File: config.mk
export PLATFORM = sky130hd
export DESIGN_NAME = pid_servo_position_loop_top
export DESIGN_NICKNAME = d
export VERILOG_FILES = /design/src/sv/psp_pkg.sv /design/src/sv/pid_servo_position_loop_top.sv /design/src/sv/psp_regs.sv /design/src/sv/psp_ctrl.sv /design/src/sv/psp_dp.sv
export SDC_FILE = /design/constraint.sdc
export NUM_CORES = 2
export LEC_CHECK = 0
export BUFFER_PORTS_ARGS = -buffer_cell sky130_fd_sc_hd__clkbuf_2
export CORE_MARGIN = 2
export CORE_UTILIZATION = 59
export DETAILED_ROUTE_END_ITERATION = 7
export PLACE_DENSITY_LB_ADDON = 0.05
export RECOVER_POWER = 50
export SYNTH_ARGS = -nofsm -noshare
export SYNTH_HDL_FRONTEND = slang
export SYNTH_SLANG_ARGS = --single-unit
File: constraint.sdc
create_clock -name clk -period 8.7 [get_ports clk]
set_clock_uncertainty 0.2 [all_clocks]
set_input_delay 0.435 -clock clk [delete_from_list [all_inputs] [get_ports clk]]
set_output_delay 0.435 -clock clk [all_outputs]
set_load 0.02 [all_outputs]
File: src/sv/psp_pkg.sv
// shared types and constants for the servo position loop
`timescale 1ns / 1ps

package psp_pkg;

  localparam int unsigned ACC_W  = 52;
  localparam int unsigned PROD_W = 51;
  localparam int unsigned RAW_W  = 36;

  localparam logic [17:0] COMPARE_OFFSET = 18'd2000;
  localparam logic [15:0] COMPARE_RESET  = 16'd3000;

  localparam logic [15:0] SET_POINT_RESET = 16'd0;
  localparam logic [15:0] GAIN_P_RESET    = 16'hEC00;
  localparam logic [15:0] GAIN_I_RESET    = 16'hFF80;
  localparam logic [15:0] GAIN_D_RESET    = 16'd0;
  localparam logic [15:0] ALPHA_RESET     = 16'd58982;

  typedef enum logic [2:0] {
    REG_SET_POINT = 3'd0,
    REG_GAIN_P    = 3'd1,
    REG_GAIN_I    = 3'd2,
    REG_GAIN_D    = 3'd3,
    REG_ALPHA     = 3'd4
  } reg_idx_t;

  typedef enum logic [3:0] {
    S_IDLE,
    S_MUL_P,
    S_MUL_I,
    S_MUL_D,
    S_ACC_D,
    S_TRUNC,
    S_CLAMP,
    S_MUL_A,
    S_MUL_B,
    S_ACC_S,
    S_OUT
  } state_t;

  typedef enum logic [2:0] {
    MUL_P,
    MUL_I,
    MUL_D,
    MUL_A,
    MUL_B
  } mul_sel_t;

  typedef enum logic [1:0] {
    ACC_HOLD,
    ACC_LOAD,
    ACC_ADD,
    ACC_SUB
  } acc_op_t;

  typedef struct packed {
    logic signed [15:0] set_point;
    logic signed [15:0] gain_p;
    logic signed [15:0] gain_i;
    logic signed [15:0] gain_d;
    logic        [15:0] alpha;
  } cfg_t;

  typedef struct packed {
    logic     load;
    mul_sel_t mul_sel;
    acc_op_t  acc_op;
    logic     trunc_en;
    logic     clamp_en;
    logic     out_load;
  } cmd_t;

  typedef struct packed {
    logic out_busy;
  } status_t;

endpackage

File: src/sv/pid_servo_position_loop_top.sv
// top level of the single-axis pid servo position loop
`timescale 1ns / 1ps

// channel   direction  handshake             payload
// in        input      in_valid / in_stall   in_angle_in (s16 q8.8)
// out       output     out_valid / out_stall out_position, out_compare_value, out_was_clamped
// cfg       input      psel/penable/pwrite   paddr[4:2] selects register, pwdata[15:0]
//
// a word is accepted while the sequencer is idle; then follow ten sequencer steps made of five
// passes through the single shared 18x33 multiplier plus accumulate, truncate, clamp
// and output steps; in_stall stays high and no new word is taken until it is back in idle.
// a finished word waits in the output register; while it is still stalled there, the
// sequencer holds the next result in its output step and keeps in_stall high.
// rst_n is synchronous; it restores the register defaults, clears the integral and the
// previous angle, and sets the smoother state to 3000.

module pid_servo_position_loop_top
  import psp_pkg::*;
#(
  parameter int unsigned POSITION_MAX = 999
) (
  input  logic        clk,
  input  logic        rst_n,
  input  logic        in_valid,
  output logic        in_stall,
  input  logic [15:0] in_angle_in,
  output logic        out_valid,
  input  logic        out_stall,
  output logic [9:0]  out_position,
  output logic [15:0] out_compare_value,
  output logic        out_was_clamped,
  input  logic        psel,
  input  logic        penable,
  input  logic        pwrite,
  input  logic [4:0]  paddr,
  input  logic [31:0] pwdata,
  output logic [31:0] prdata,
  output logic        pready
);

  cfg_t    cfg;
  cmd_t    cmd;
  status_t status;

  psp_regs u_regs (
    .clk     (clk),
    .rst_n   (rst_n),
    .psel    (psel),
    .penable (penable),
    .pwrite  (pwrite),
    .paddr   (paddr),
    .pwdata  (pwdata),
    .prdata  (prdata),
    .pready  (pready),
    .cfg     (cfg)
  );

  psp_ctrl u_ctrl (
    .clk      (clk),
    .rst_n    (rst_n),
    .in_valid (in_valid),
    .in_stall (in_stall),
    .status   (status),
    .cmd      (cmd)
  );

  psp_dp #(
    .POSITION_MAX (POSITION_MAX)
  ) u_dp (
    .clk               (clk),
    .rst_n             (rst_n),
    .cfg               (cfg),
    .cmd               (cmd),
    .status            (status),
    .in_angle_in       (in_angle_in),
    .out_stall         (out_stall),
    .out_valid         (out_valid),
    .out_position      (out_position),
    .out_compare_value (out_compare_value),
    .out_was_clamped   (out_was_clamped)
  );

endmodule

File: src/sv/psp_regs.sv
// configuration registers behind the apb-style port
`timescale 1ns / 1ps

module psp_regs
  import psp_pkg::*;
(
  input  logic        clk,
  input  logic        rst_n,
  input  logic        psel,
  input  logic        penable,
  input  logic        pwrite,
  input  logic [4:0]  paddr,
  input  logic [31:0] pwdata,
  output logic [31:0] prdata,
  output logic        pready,
  output cfg_t        cfg
);

  cfg_t     cfg_r;
  logic     wr_en;
  reg_idx_t idx;

  assign pready = 1'b1;
  assign wr_en  = psel && penable && pwrite;
  assign idx    = reg_idx_t'(paddr[4:2]);
  assign cfg    = cfg_r;

  always_ff @(posedge clk) begin
    if (!rst_n) begin
      cfg_r.set_point <= SET_POINT_RESET;
      cfg_r.gain_p    <= GAIN_P_RESET;
      cfg_r.gain_i    <= GAIN_I_RESET;
      cfg_r.gain_d    <= GAIN_D_RESET;
      cfg_r.alpha     <= ALPHA_RESET;
    end else if (wr_en) begin
      unique case (idx)
        REG_SET_POINT: cfg_r.set_point <= pwdata[15:0];
        REG_GAIN_P:    cfg_r.gain_p    <= pwdata[15:0];
        REG_GAIN_I:    cfg_r.gain_i    <= pwdata[15:0];
        REG_GAIN_D:    cfg_r.gain_d    <= pwdata[15:0];
        REG_ALPHA:     cfg_r.alpha     <= pwdata[15:0];
        default: ;
      endcase
    end
  end

  always_comb begin
    prdata = 32'd0;
    unique case (idx)
      REG_SET_POINT: prdata = {16'd0, cfg_r.set_point};
      REG_GAIN_P:    prdata = {16'd0, cfg_r.gain_p};
      REG_GAIN_I:    prdata = {16'd0, cfg_r.gain_i};
      REG_GAIN_D:    prdata = {16'd0, cfg_r.gain_d};
      REG_ALPHA:     prdata = {16'd0, cfg_r.alpha};
      default:       prdata = 32'd0;
    endcase
  end

endmodule

File: src/sv/psp_ctrl.sv
// sequencer that steps the shared multiplier through one sample
`timescale 1ns / 1ps

module psp_ctrl
  import psp_pkg::*;
(
  input  logic    clk,
  input  logic    rst_n,
  input  logic    in_valid,
  output logic    in_stall,
  input  status_t status,
  output cmd_t    cmd
);

  state_t state_r;
  state_t state_nxt;
  logic   accept;

  assign in_stall = (state_r != S_IDLE);
  assign accept   = in_valid && !in_stall;

  always_ff @(posedge clk) begin
    if (!rst_n) begin
      state_r <= S_IDLE;
    end else begin
      state_r <= state_nxt;
    end
  end

  always_comb begin
    state_nxt = state_r;
    unique case (state_r)
      S_IDLE:  if (accept) state_nxt = S_MUL_P;
      S_MUL_P: state_nxt = S_MUL_I;
      S_MUL_I: state_nxt = S_MUL_D;
      S_MUL_D: state_nxt = S_ACC_D;
      S_ACC_D: state_nxt = S_TRUNC;
      S_TRUNC: state_nxt = S_CLAMP;
      S_CLAMP: state_nxt = S_MUL_A;
      S_MUL_A: state_nxt = S_MUL_B;
      S_MUL_B: state_nxt = S_ACC_S;
      S_ACC_S: state_nxt = S_OUT;
      S_OUT:   if (!status.out_busy) state_nxt = S_IDLE;
      default: state_nxt = S_IDLE;
    endcase
  end

  always_comb begin
    cmd          = '0;
    cmd.mul_sel  = MUL_P;
    cmd.acc_op   = ACC_HOLD;
    unique case (state_r)
      S_IDLE:  cmd.load = accept;
      S_MUL_P: cmd.mul_sel = MUL_P;
      S_MUL_I: begin
        cmd.mul_sel = MUL_I;
        cmd.acc_op  = ACC_LOAD;
      end
      S_MUL_D: begin
        cmd.mul_sel = MUL_D;
        cmd.acc_op  = ACC_ADD;
      end
      // derivative term enters with a minus sign
      S_ACC_D: cmd.acc_op = ACC_SUB;
      S_TRUNC: cmd.trunc_en = 1'b1;
      S_CLAMP: cmd.clamp_en = 1'b1;
      S_MUL_A: cmd.mul_sel = MUL_A;
      S_MUL_B: begin
        cmd.mul_sel = MUL_B;
        cmd.acc_op  = ACC_LOAD;
      end
      S_ACC_S: cmd.acc_op = ACC_ADD;
      S_OUT:   cmd.out_load = !status.out_busy;
      default: ;
    endcase
  end

`ifndef ASSERT_OFF
  a_accept_starts: assert property (@(posedge clk) disable iff (!rst_n)
    accept |=> state_r == S_MUL_P)
    else $error("accepted word did not start the sequence");

  a_out_waits: assert property (@(posedge clk) disable iff (!rst_n)
    (state_r == S_OUT && status.out_busy) |=> state_r == S_OUT)
    else $error("left output state while result register was occupied");

  a_load_free: assert property (@(posedge clk) disable iff (!rst_n)
    cmd.out_load |-> !status.out_busy)
    else $error("output load while result register was occupied");
`endif

endmodule

File: src/sv/psp_dp.sv
// pid datapath: error, integral, shared multiplier, clamp, smoother, output register
`timescale 1ns / 1ps

module psp_dp
  import psp_pkg::*;
#(
  parameter int unsigned POSITION_MAX = 999
) (
  input  logic        clk,
  input  logic        rst_n,
  input  cfg_t        cfg,
  input  cmd_t        cmd,
  output status_t     status,
  input  logic [15:0] in_angle_in,
  input  logic        out_stall,
  output logic        out_valid,
  output logic [9:0]  out_position,
  output logic [15:0] out_compare_value,
  output logic        out_was_clamped
);

  localparam logic signed [RAW_W-1:0] POS_LIMIT = RAW_W'(POSITION_MAX);
  localparam logic [15:0] POS_MAX_16 = 16'(POSITION_MAX);

  logic signed [16:0]       err_r, deriv_r;
  logic signed [31:0]       integral_r;
  logic signed [15:0]       prev_angle_r;
  logic        [15:0]       sc_r;
  logic signed [PROD_W-1:0] prod_r;
  logic signed [ACC_W-1:0]  acc_r;
  logic signed [RAW_W-1:0]  raw_r;
  logic        [15:0]       pos_r;
  logic                     clamped_r;
  logic                     out_valid_r;
  logic        [9:0]        out_pos_r;
  logic        [15:0]       out_cmp_r;
  logic                     out_clamped_r;

  logic signed [16:0]       err_nxt, deriv_nxt, angle_x, sp_x, prev_x;
  logic signed [32:0]       isum;
  logic signed [31:0]       integral_nxt;
  logic signed [17:0]       mul_a;
  logic signed [32:0]       mul_b;
  logic signed [PROD_W-1:0] prod_nxt;
  logic signed [ACC_W-1:0]  acc_nxt, rnd;
  logic        [16:0]       weight_new;
  logic        [17:0]       target;
  logic        [15:0]       sc_nxt;

  assign angle_x  = {in_angle_in[15], in_angle_in};
  assign sp_x     = {cfg.set_point[15], cfg.set_point};
  assign prev_x   = {prev_angle_r[15], prev_angle_r};
  assign err_nxt   = sp_x - angle_x;
  assign deriv_nxt = angle_x - prev_x;
  assign isum      = {integral_r[31], integral_r} + {{16{err_nxt[16]}}, err_nxt};

  // saturate the integral at the signed 32 bit limits
  always_comb begin
    if (isum[32] != isum[31]) begin
      integral_nxt = isum[32] ? {1'b1, 31'd0} : {1'b0, {31{1'b1}}};
    end else begin
      integral_nxt = isum[31:0];
    end
  end

  assign weight_new = 17'h10000 - {1'b0, cfg.alpha};
  assign target     = {1'b0, pos_r, 1'b0} + COMPARE_OFFSET;

  always_comb begin
    mul_a = '0;
    mul_b = '0;
    case (cmd.mul_sel)
      MUL_P: begin
        mul_a = 18'(cfg.gain_p);
        mul_b = 33'(err_r);
      end
      MUL_I: begin
        mul_a = 18'(cfg.gain_i);
        mul_b = 33'(integral_r);
      end
      MUL_D: begin
        mul_a = 18'(cfg.gain_d);
        mul_b = 33'(deriv_r);
      end
      MUL_A: begin
        mul_a = {2'b00, cfg.alpha};
        mul_b = {17'd0, sc_r};
      end
      MUL_B: begin
        mul_a = {1'b0, weight_new};
        mul_b = {15'd0, target};
      end
      default: ;
    endcase
  end

  assign prod_nxt = mul_a * mul_b;

  always_comb begin
    acc_nxt = acc_r;
    case (cmd.acc_op)
      ACC_LOAD: acc_nxt = ACC_W'(prod_r);
      ACC_ADD:  acc_nxt = acc_r + ACC_W'(prod_r);
      ACC_SUB:  acc_nxt = acc_r - ACC_W'(prod_r);
      default:  acc_nxt = acc_r;
    endcase
  end

  // truncate toward zero: bias negatives before the arithmetic shift
  assign rnd = acc_r + (acc_r[ACC_W-1] ? ACC_W'(65535) : ACC_W'(0));

  assign sc_nxt = (|acc_r[ACC_W-1:32]) ? 16'hFFFF : acc_r[31:16];

  always_ff @(posedge clk) begin
    if (!rst_n) begin
      integral_r   <= '0;
      prev_angle_r <= '0;
      sc_r         <= COMPARE_RESET;
      out_valid_r  <= 1'b0;
    end else begin
      if (cmd.load) begin
        integral_r   <= integral_nxt;
        prev_angle_r <= in_angle_in;
      end
      if (cmd.out_load) begin
        sc_r        <= sc_nxt;
        out_valid_r <= 1'b1;
      end else if (!out_stall) begin
        out_valid_r <= 1'b0;
      end
    end
  end

  always_ff @(posedge clk) begin
    prod_r <= prod_nxt;
    acc_r  <= acc_nxt;
    if (cmd.load) begin
      err_r   <= err_nxt;
      deriv_r <= deriv_nxt;
    end
    if (cmd.trunc_en) begin
      raw_r <= rnd[ACC_W-1:16];
    end
    if (cmd.clamp_en) begin
      if (raw_r > POS_LIMIT) begin
        pos_r     <= POS_MAX_16;
        clamped_r <= 1'b1;
      end else if (raw_r[RAW_W-1]) begin
        pos_r     <= 16'd0;
        clamped_r <= 1'b1;
      end else begin
        pos_r     <= raw_r[15:0];
        clamped_r <= 1'b0;
      end
    end
    if (cmd.out_load) begin
      out_pos_r     <= pos_r[9:0];
      out_cmp_r     <= sc_nxt;
      out_clamped_r <= clamped_r;
    end
  end

  assign status.out_busy   = out_valid_r && out_stall;
  assign out_valid         = out_valid_r;
  assign out_position      = out_pos_r;
  assign out_compare_value = out_cmp_r;
  assign out_was_clamped   = out_clamped_r;

`ifndef ASSERT_OFF
  a_load_shows: assert property (@(posedge clk) disable iff (!rst_n)
    cmd.out_load |=> out_valid_r && out_cmp_r == sc_r)
    else $error("loaded word not presented with the new smoother state");

  a_clamp_value: assert property (@(posedge clk) disable iff (!rst_n)
    (out_valid_r && out_clamped_r) |->
      (out_pos_r == 10'd0 || out_pos_r == POS_MAX_16[9:0]))
    else $error("clamped position is not at a limit");
`endif

endmodule
Yosys cells after proc, flatten, opt, wreduce, memory -nomap -nowiden
Index checks and enable logic that the tools add are counted.

Multiply operators: 1. Reductions and logical operators: 21. Add/subtract/negate cells: 8. Equality and inequality tests: 25. Order comparisons: 1. Multiplexer cells: 21.

Operators by type and width (count): $pmux W33 S5 (1); $pmux W52 S3 (1); $pmux W18 S5 (1); $pmux W16 S5 (1); $mux W32 (2); $add A52 B51 Y52 (1); $add A52 B52 Y52 (1); $sub A52 B51 Y52 (1); $mul A18 B33 Y51 (1); $pmux W4 S11 (1); $gt A36 B11 Y1 const B (1); $sub A16 B16 Y17 (2); $add A32 B17 Y33 (1); $mux W16 (2); $reduce_or A20 Y1 (1); $add A17 B11 Y18 const B (1); $sub A17 B16 Y17 const A (1); $eq A4 B3 Y1 const B (4); $eq A3 B2 Y1 const B (4); $eq A4 B4 Y1 const B (3); $pmux W3 S4 (1); $reduce_and A2 Y1 (6); $mux W10 (1); $eq A4 B2 Y1 const B (2); 18 further kinds (36).

Word-level logic and storage cells: 98. Bits of input ports: 60. Bits in registers: 366.

Depth between registers and ports, before layout
Depth after elaboration: 5. Depth in mapped cells: 34.

Modules after synthesis
From an unflattened synthesis, not the netlist that was laid out.

Cell total of the unflattened synthesis: 4716. Area, all modules: 42602.1 µm².

By module, submodules not included: psp_dp (cells each 4266, area an instance 38451.9 µm², times used 1); psp_regs (cells each 405, area an instance 3819.9 µm², times used 1); psp_ctrl (cells each 45, area an instance 330.3 µm², times used 1).

Least setup slack after synthesis
No wires, ideal clock.

Path type: register to register. From: register u_ctrl.state_r[3]. To: register u_dp.prod_r[45]. Setup slack: 10 ps. Path buffers: 2. Data required time: 8373 ps. Period minus slack after synthesis: 8690 ps. Library setup time: 127 ps. Data arrival time: 8363 ps. Cell stages (with the launch flop): 30. Cell sequence: dfxtp_1 inv_1 nor4_1 clkbuf_1 clkbuf_1 nand2_1 o311ai_1 nand2_1 fa_1 inv_1 fa_1 inv_1 fa_1 fa_1 inv_1 fa_1 inv_1 fa_1 inv_1 ha_1 a21oi_1 o21ai_0 a31o_2 o2111ai_1 o211a_1 o21ai_0 a221o_1 a41oi_1 o21ai_0 xor2_1.

Word-level cells in the longest chain between the ends: 5. Elaborated cells between the ends (all ways): 13. Those cells by class: 1 x mul; 8 x eq/ne; 3 x mux; 1 x reduce/logical.

Ends and longest elaborated chain: from (decl) (line psp_ctrl.sv:15) `state_t state_r;`; from (signal assigned) (line psp_ctrl.sv:26) `state_r <= state_nxt;`; $eq A4 B4 Y1 (tied with other cells) (line psp_ctrl.sv:52) `unique case (state_r)`; $pmux W3 S4 * (line psp_ctrl.sv:52); $eq A3 B3 Y1 (tied with other cells) (line psp_dp.sv:72) `case (cmd.mul_sel)`; $pmux W18 S5 or $pmux W33 S5 (tied branches) (line psp_dp.sv:72); $mul A18 B33 Y51 * (line psp_dp.sv:97) `assign prod_nxt = mul_a * mul_b;`; via u_dp.prod_nxt[45] (line psp_dp.sv:44) `logic signed [PROD_W-1:0] prod_nxt;`; to (signal assigned) (line psp_dp.sv:135) `prod_r <= prod_nxt;`; to (decl) (line psp_dp.sv:29) `logic signed [PROD_W-1:0] prod_r;`.

Mark *: on every way through the listed nets, which the timed path passes. The rest lies on a longest branch. A chain may end at the register's enable or synchronous reset.

Worst setup path after layout
From: register u_regs.cfg_r (netlist bit u_regs.cfg[1]). To: register u_dp.prod_r[49].

Word-level cells in the longest chain between the ends: 3.

Ends and longest elaborated chain: from (decl) (line psp_regs.sv:19) `cfg_t cfg_r;`; $sub A17 B16 Y17 (line psp_dp.sv:66) `assign weight_new = 17'h10000 - {1'b0, cfg.alpha};`; $pmux W18 S5 * (line psp_dp.sv:72); $mul A18 B33 Y51 * (line psp_dp.sv:97); via u_dp.prod_nxt[49] (line psp_dp.sv:44).

Marked as above.

==> results.yml <==
status:
  outcome: "finished, violations left"
  failed_checks: "max-capacitance violations, max-slew violations"
die:
  core_um2: 70270
  ios: 122
  dieArea_um2: 73340
  die_w_um: 270.8
  die_y_um: 270.8
  rows: 97
  start_util: 0.5977
clock_network:
  cts_made_buffers: 41
  htreeDepth: 2
  clk_latency_ns: 0.58
  cts.sinks: 366
  clockRootBuffer: "clkbuf_16"
  path_clk_slew_ns: 0.06
  cts_tree: "yes"
  cts_max_path_buffers: 3
detailed_routing:
  drtIter0Drc: 2978
  final_antenna_net_count: 0
  vias_per_cell: 5.709
  wl_per_cell_um: 20.03
  wl_mm: 120.3
  dr.pass1.iters: 8
  route.detailed.drc: 0
  vias: 34290
synth:
  async_flop_share: 0
  postSynthCellCount: 4862
  ys.flop_type: "dfxtp_1"
  avgSynthCellArea_um2: 8.638
  yosys-top-cells-area: "fa_1, edfxtp_1, dfxtp_1"
  ys_warn_count: 0
  ys_seq_area_frac: 0.2140
  synth_top_area_frac: 0.2679
  synth_edf_count: 166
  ys_seq_elements: 366
  ys_types: 78
  synth_top_area_cell: "fa_1"
  syn_area_um2: 42000
placement:
  dp_hpwl_mm: 96.57
  numPortBuffers: 86
  gp_congestion: 0.9501
setup_path:
  regToRegSetupSlack_ns: 0.29
  critPathCaptureType: "register"
  critPathMaxStageDelay_ns: 0.54
  cp-start-kind: "register"
  required_ns: 9.01
  cp_slowest_cell: "fa_1"
  r2r-end: "u_dp.prod_r[49]"
  r2r_cells: 35
  critPathMostFrequentCell: "fa_1"
  crit_fanout: 22
  arrival_ns: 8.72
  crit_type: "reg -> reg"
  r2r_start: "u_regs.cfg[1]"
timing:
  worst_pin_slew_ns: 4.482
  fin_setup_tns_ns: 0
  fmax_mhz: 118.9
  drv_slew: 490
  slew_headroom: -1.988
  fin_crit_sh: 0.9670
  hold_viol: 0
  setup_viol: 0
  post-route-min-period_ns: 8.413
job:
  drv_cap: 10
cells_and_area:
  final_nets: 5912
  antennaDiodeCount: 0
  n_fill_cell: 6019
  drive_gt1_frac: 0.08249
  post-route-util: 0.6610
  syn_to_final_growth_pct: 10.59
global_route:
  grt_overflow: 0
  grt_start_max_net_pins: 91
  grt_usage: 0.3324
  grt_pass1_wl_mm: 191.5
  antenna_found_initial: 3
  grt_pass1_vias: 34510
min_path:
  holdPathStages: 3
  holdCritPathClass: "in -> reg"
  min_from: "pwdata[14]"
  hold_path_end: "u_regs.cfg[30]"
[state kept, by name, indices dropped and copies added (netlist names)]
register,flops
u_ctrl.state_r,4
u_dp.acc_r,52
u_dp.clamped_r,1
u_dp.deriv_r,17
u_dp.err_r,17
u_dp.integral_r,32
u_dp.out_compare_value,16
u_dp.out_position,10
u_dp.out_valid,1
u_dp.out_was_clamped,1
u_dp.pos_r,16
u_dp.prev_angle_r,16
u_dp.prod_r,51
u_dp.raw_r,36
u_dp.sc_r,16
u_regs.cfg,80
[area by class of cell]
class	instances	area [um2]	area share
clock buffers	51	1179	0.02538
clock inverters	24	277.8	0.005980
inverters	768	2887	0.06215
multi-input cells	3535	29660	0.6386
flip-flops and latches	366	8989	0.1935
well taps	940	1176	0.02532
repair buffers	323	2280	0.04908
[cell usage after synthesis (54+ instances only)]
cell type    n
a21o_1      93
a21oi_1    287
nor2_1     456
nand3_1     88
o21ai_0    180
edfxtp_1   166
a22oi_1     54
dfxtp_1    200
xnor2_1    158
ha_1       255
clkbuf_1   185
inv_1      767
xor2_1      93
a21boi_0    75
nand2_1    674
fa_1       562
[layer usage]
metal  routed length (um)  GRT usage  share of wire
met1                51600     0.4639           0.43
met2                54420     0.5308           0.45
met3                11460    0.07251          0.095
met4                 2857    0.07764          0.024
met5                   18          0        0.00015
[timing repair]
action                                 4_1_cts  5_1_grt
setup endpoints to repair                    6       14
setup buffers                                0       13
endpoints found under the hold margin       85        0
pin swaps                                    0       18
resized for setup                            5       48
hold buffers                                32        0
[worst max path at each step]
stage | start | endpoint | slack (ns) | cells after the start
global placement | u_regs.cfg[0] | u_dp.prod_r[43] | 0.07 | 31
CTS | u_regs.cfg[1] | u_dp.prod_r[50] | 0.008 | 33
finish | u_regs.cfg[1] | u_dp.prod_r[49] | 0.29 | 35
detailed placement | u_regs.cfg[1] | u_dp.prod_r[43] | -0.03 | 29
floorplan | u_ctrl.state_r[3] | u_dp.prod_r[45] | 0.01 | 29
global route | u_regs.cfg[1] | u_dp.prod_r[49] | -0.07 | 35
[placed cells by master, fill, tap and decap left out, types with 45 or more instances in the layout]
| cell type | Yosys | final |
|---|---|---|
| dfxtp_1 | 200 | 200 |
| o21ai_0 | 180 | 176 |
| xnor2_1 | 158 | 158 |
| a21oi_1 | 287 | 275 |
| nand3_1 | 88 | 85 |
| fa_1 | 562 | 561 |
| clkbuf_16 | 0 | 45 |
| a21boi_0 | 75 | 76 |
| a21o_1 | 93 | 93 |
| clkbuf_1 | 185 | 53 |
| ha_1 | 255 | 253 |
| clkbuf_2 | 0 | 49 |
| inv_1 | 767 | 765 |
| nor2_1 | 456 | 453 |
| edfxtp_1 | 166 | 166 |
| nand2_1 | 674 | 672 |
| a22oi_1 | 54 | 54 |
| buf_4 | 17 | 182 |
| xor2_1 | 93 | 92 |
[worst max-delay path, delay by kind of cell, from the launching register on]
family,cells,cell delay [ns]
fa+ha+maj,8,3.46
xor+xnor,2,0.32
buf+inv,11,1.23
compound gates,9,1.69
flops,1,0.33
simple gates,5,1.08
[per-stage QoR]
step	hold slack, ns	worst slack (ns)	instances	area [um2]
2_1_floorplan	0.2003	0.01014	4883	42080
3_3_place_gp	0.2173	0.07202	5887	44440
3_5_place_dp	0.2247	-0.02992	5887	44440
4_1_cts	0.01214	0.007743	5994	46230
5_1_grt	0.03550	-0.06739	6007	46450
6_report	0.04252	0.2868	6007	46450
[logic make-up after synthesis]
| group | after synthesis | share of synthesized area |
|---|---|---|
| muxes | 19 | 0.005303 |
| AOI/OAI and AO/OA | 913 | 0.1381 |
| and+or+nand+nor | 1506 | 0.1554 |
| DFF | 366 | 0.2140 |
| xor gates and xnor gates | 251 | 0.05234 |
| adders and majority gates | 823 | 0.3453 |
| other | 2 | 0.0001788 |
| buffers and inverters | 982 | 0.08940 |
Power is left out: the tool's default activity adds up to more than one toggle a clock period on the data nets, which glitch-free logic cannot reach.
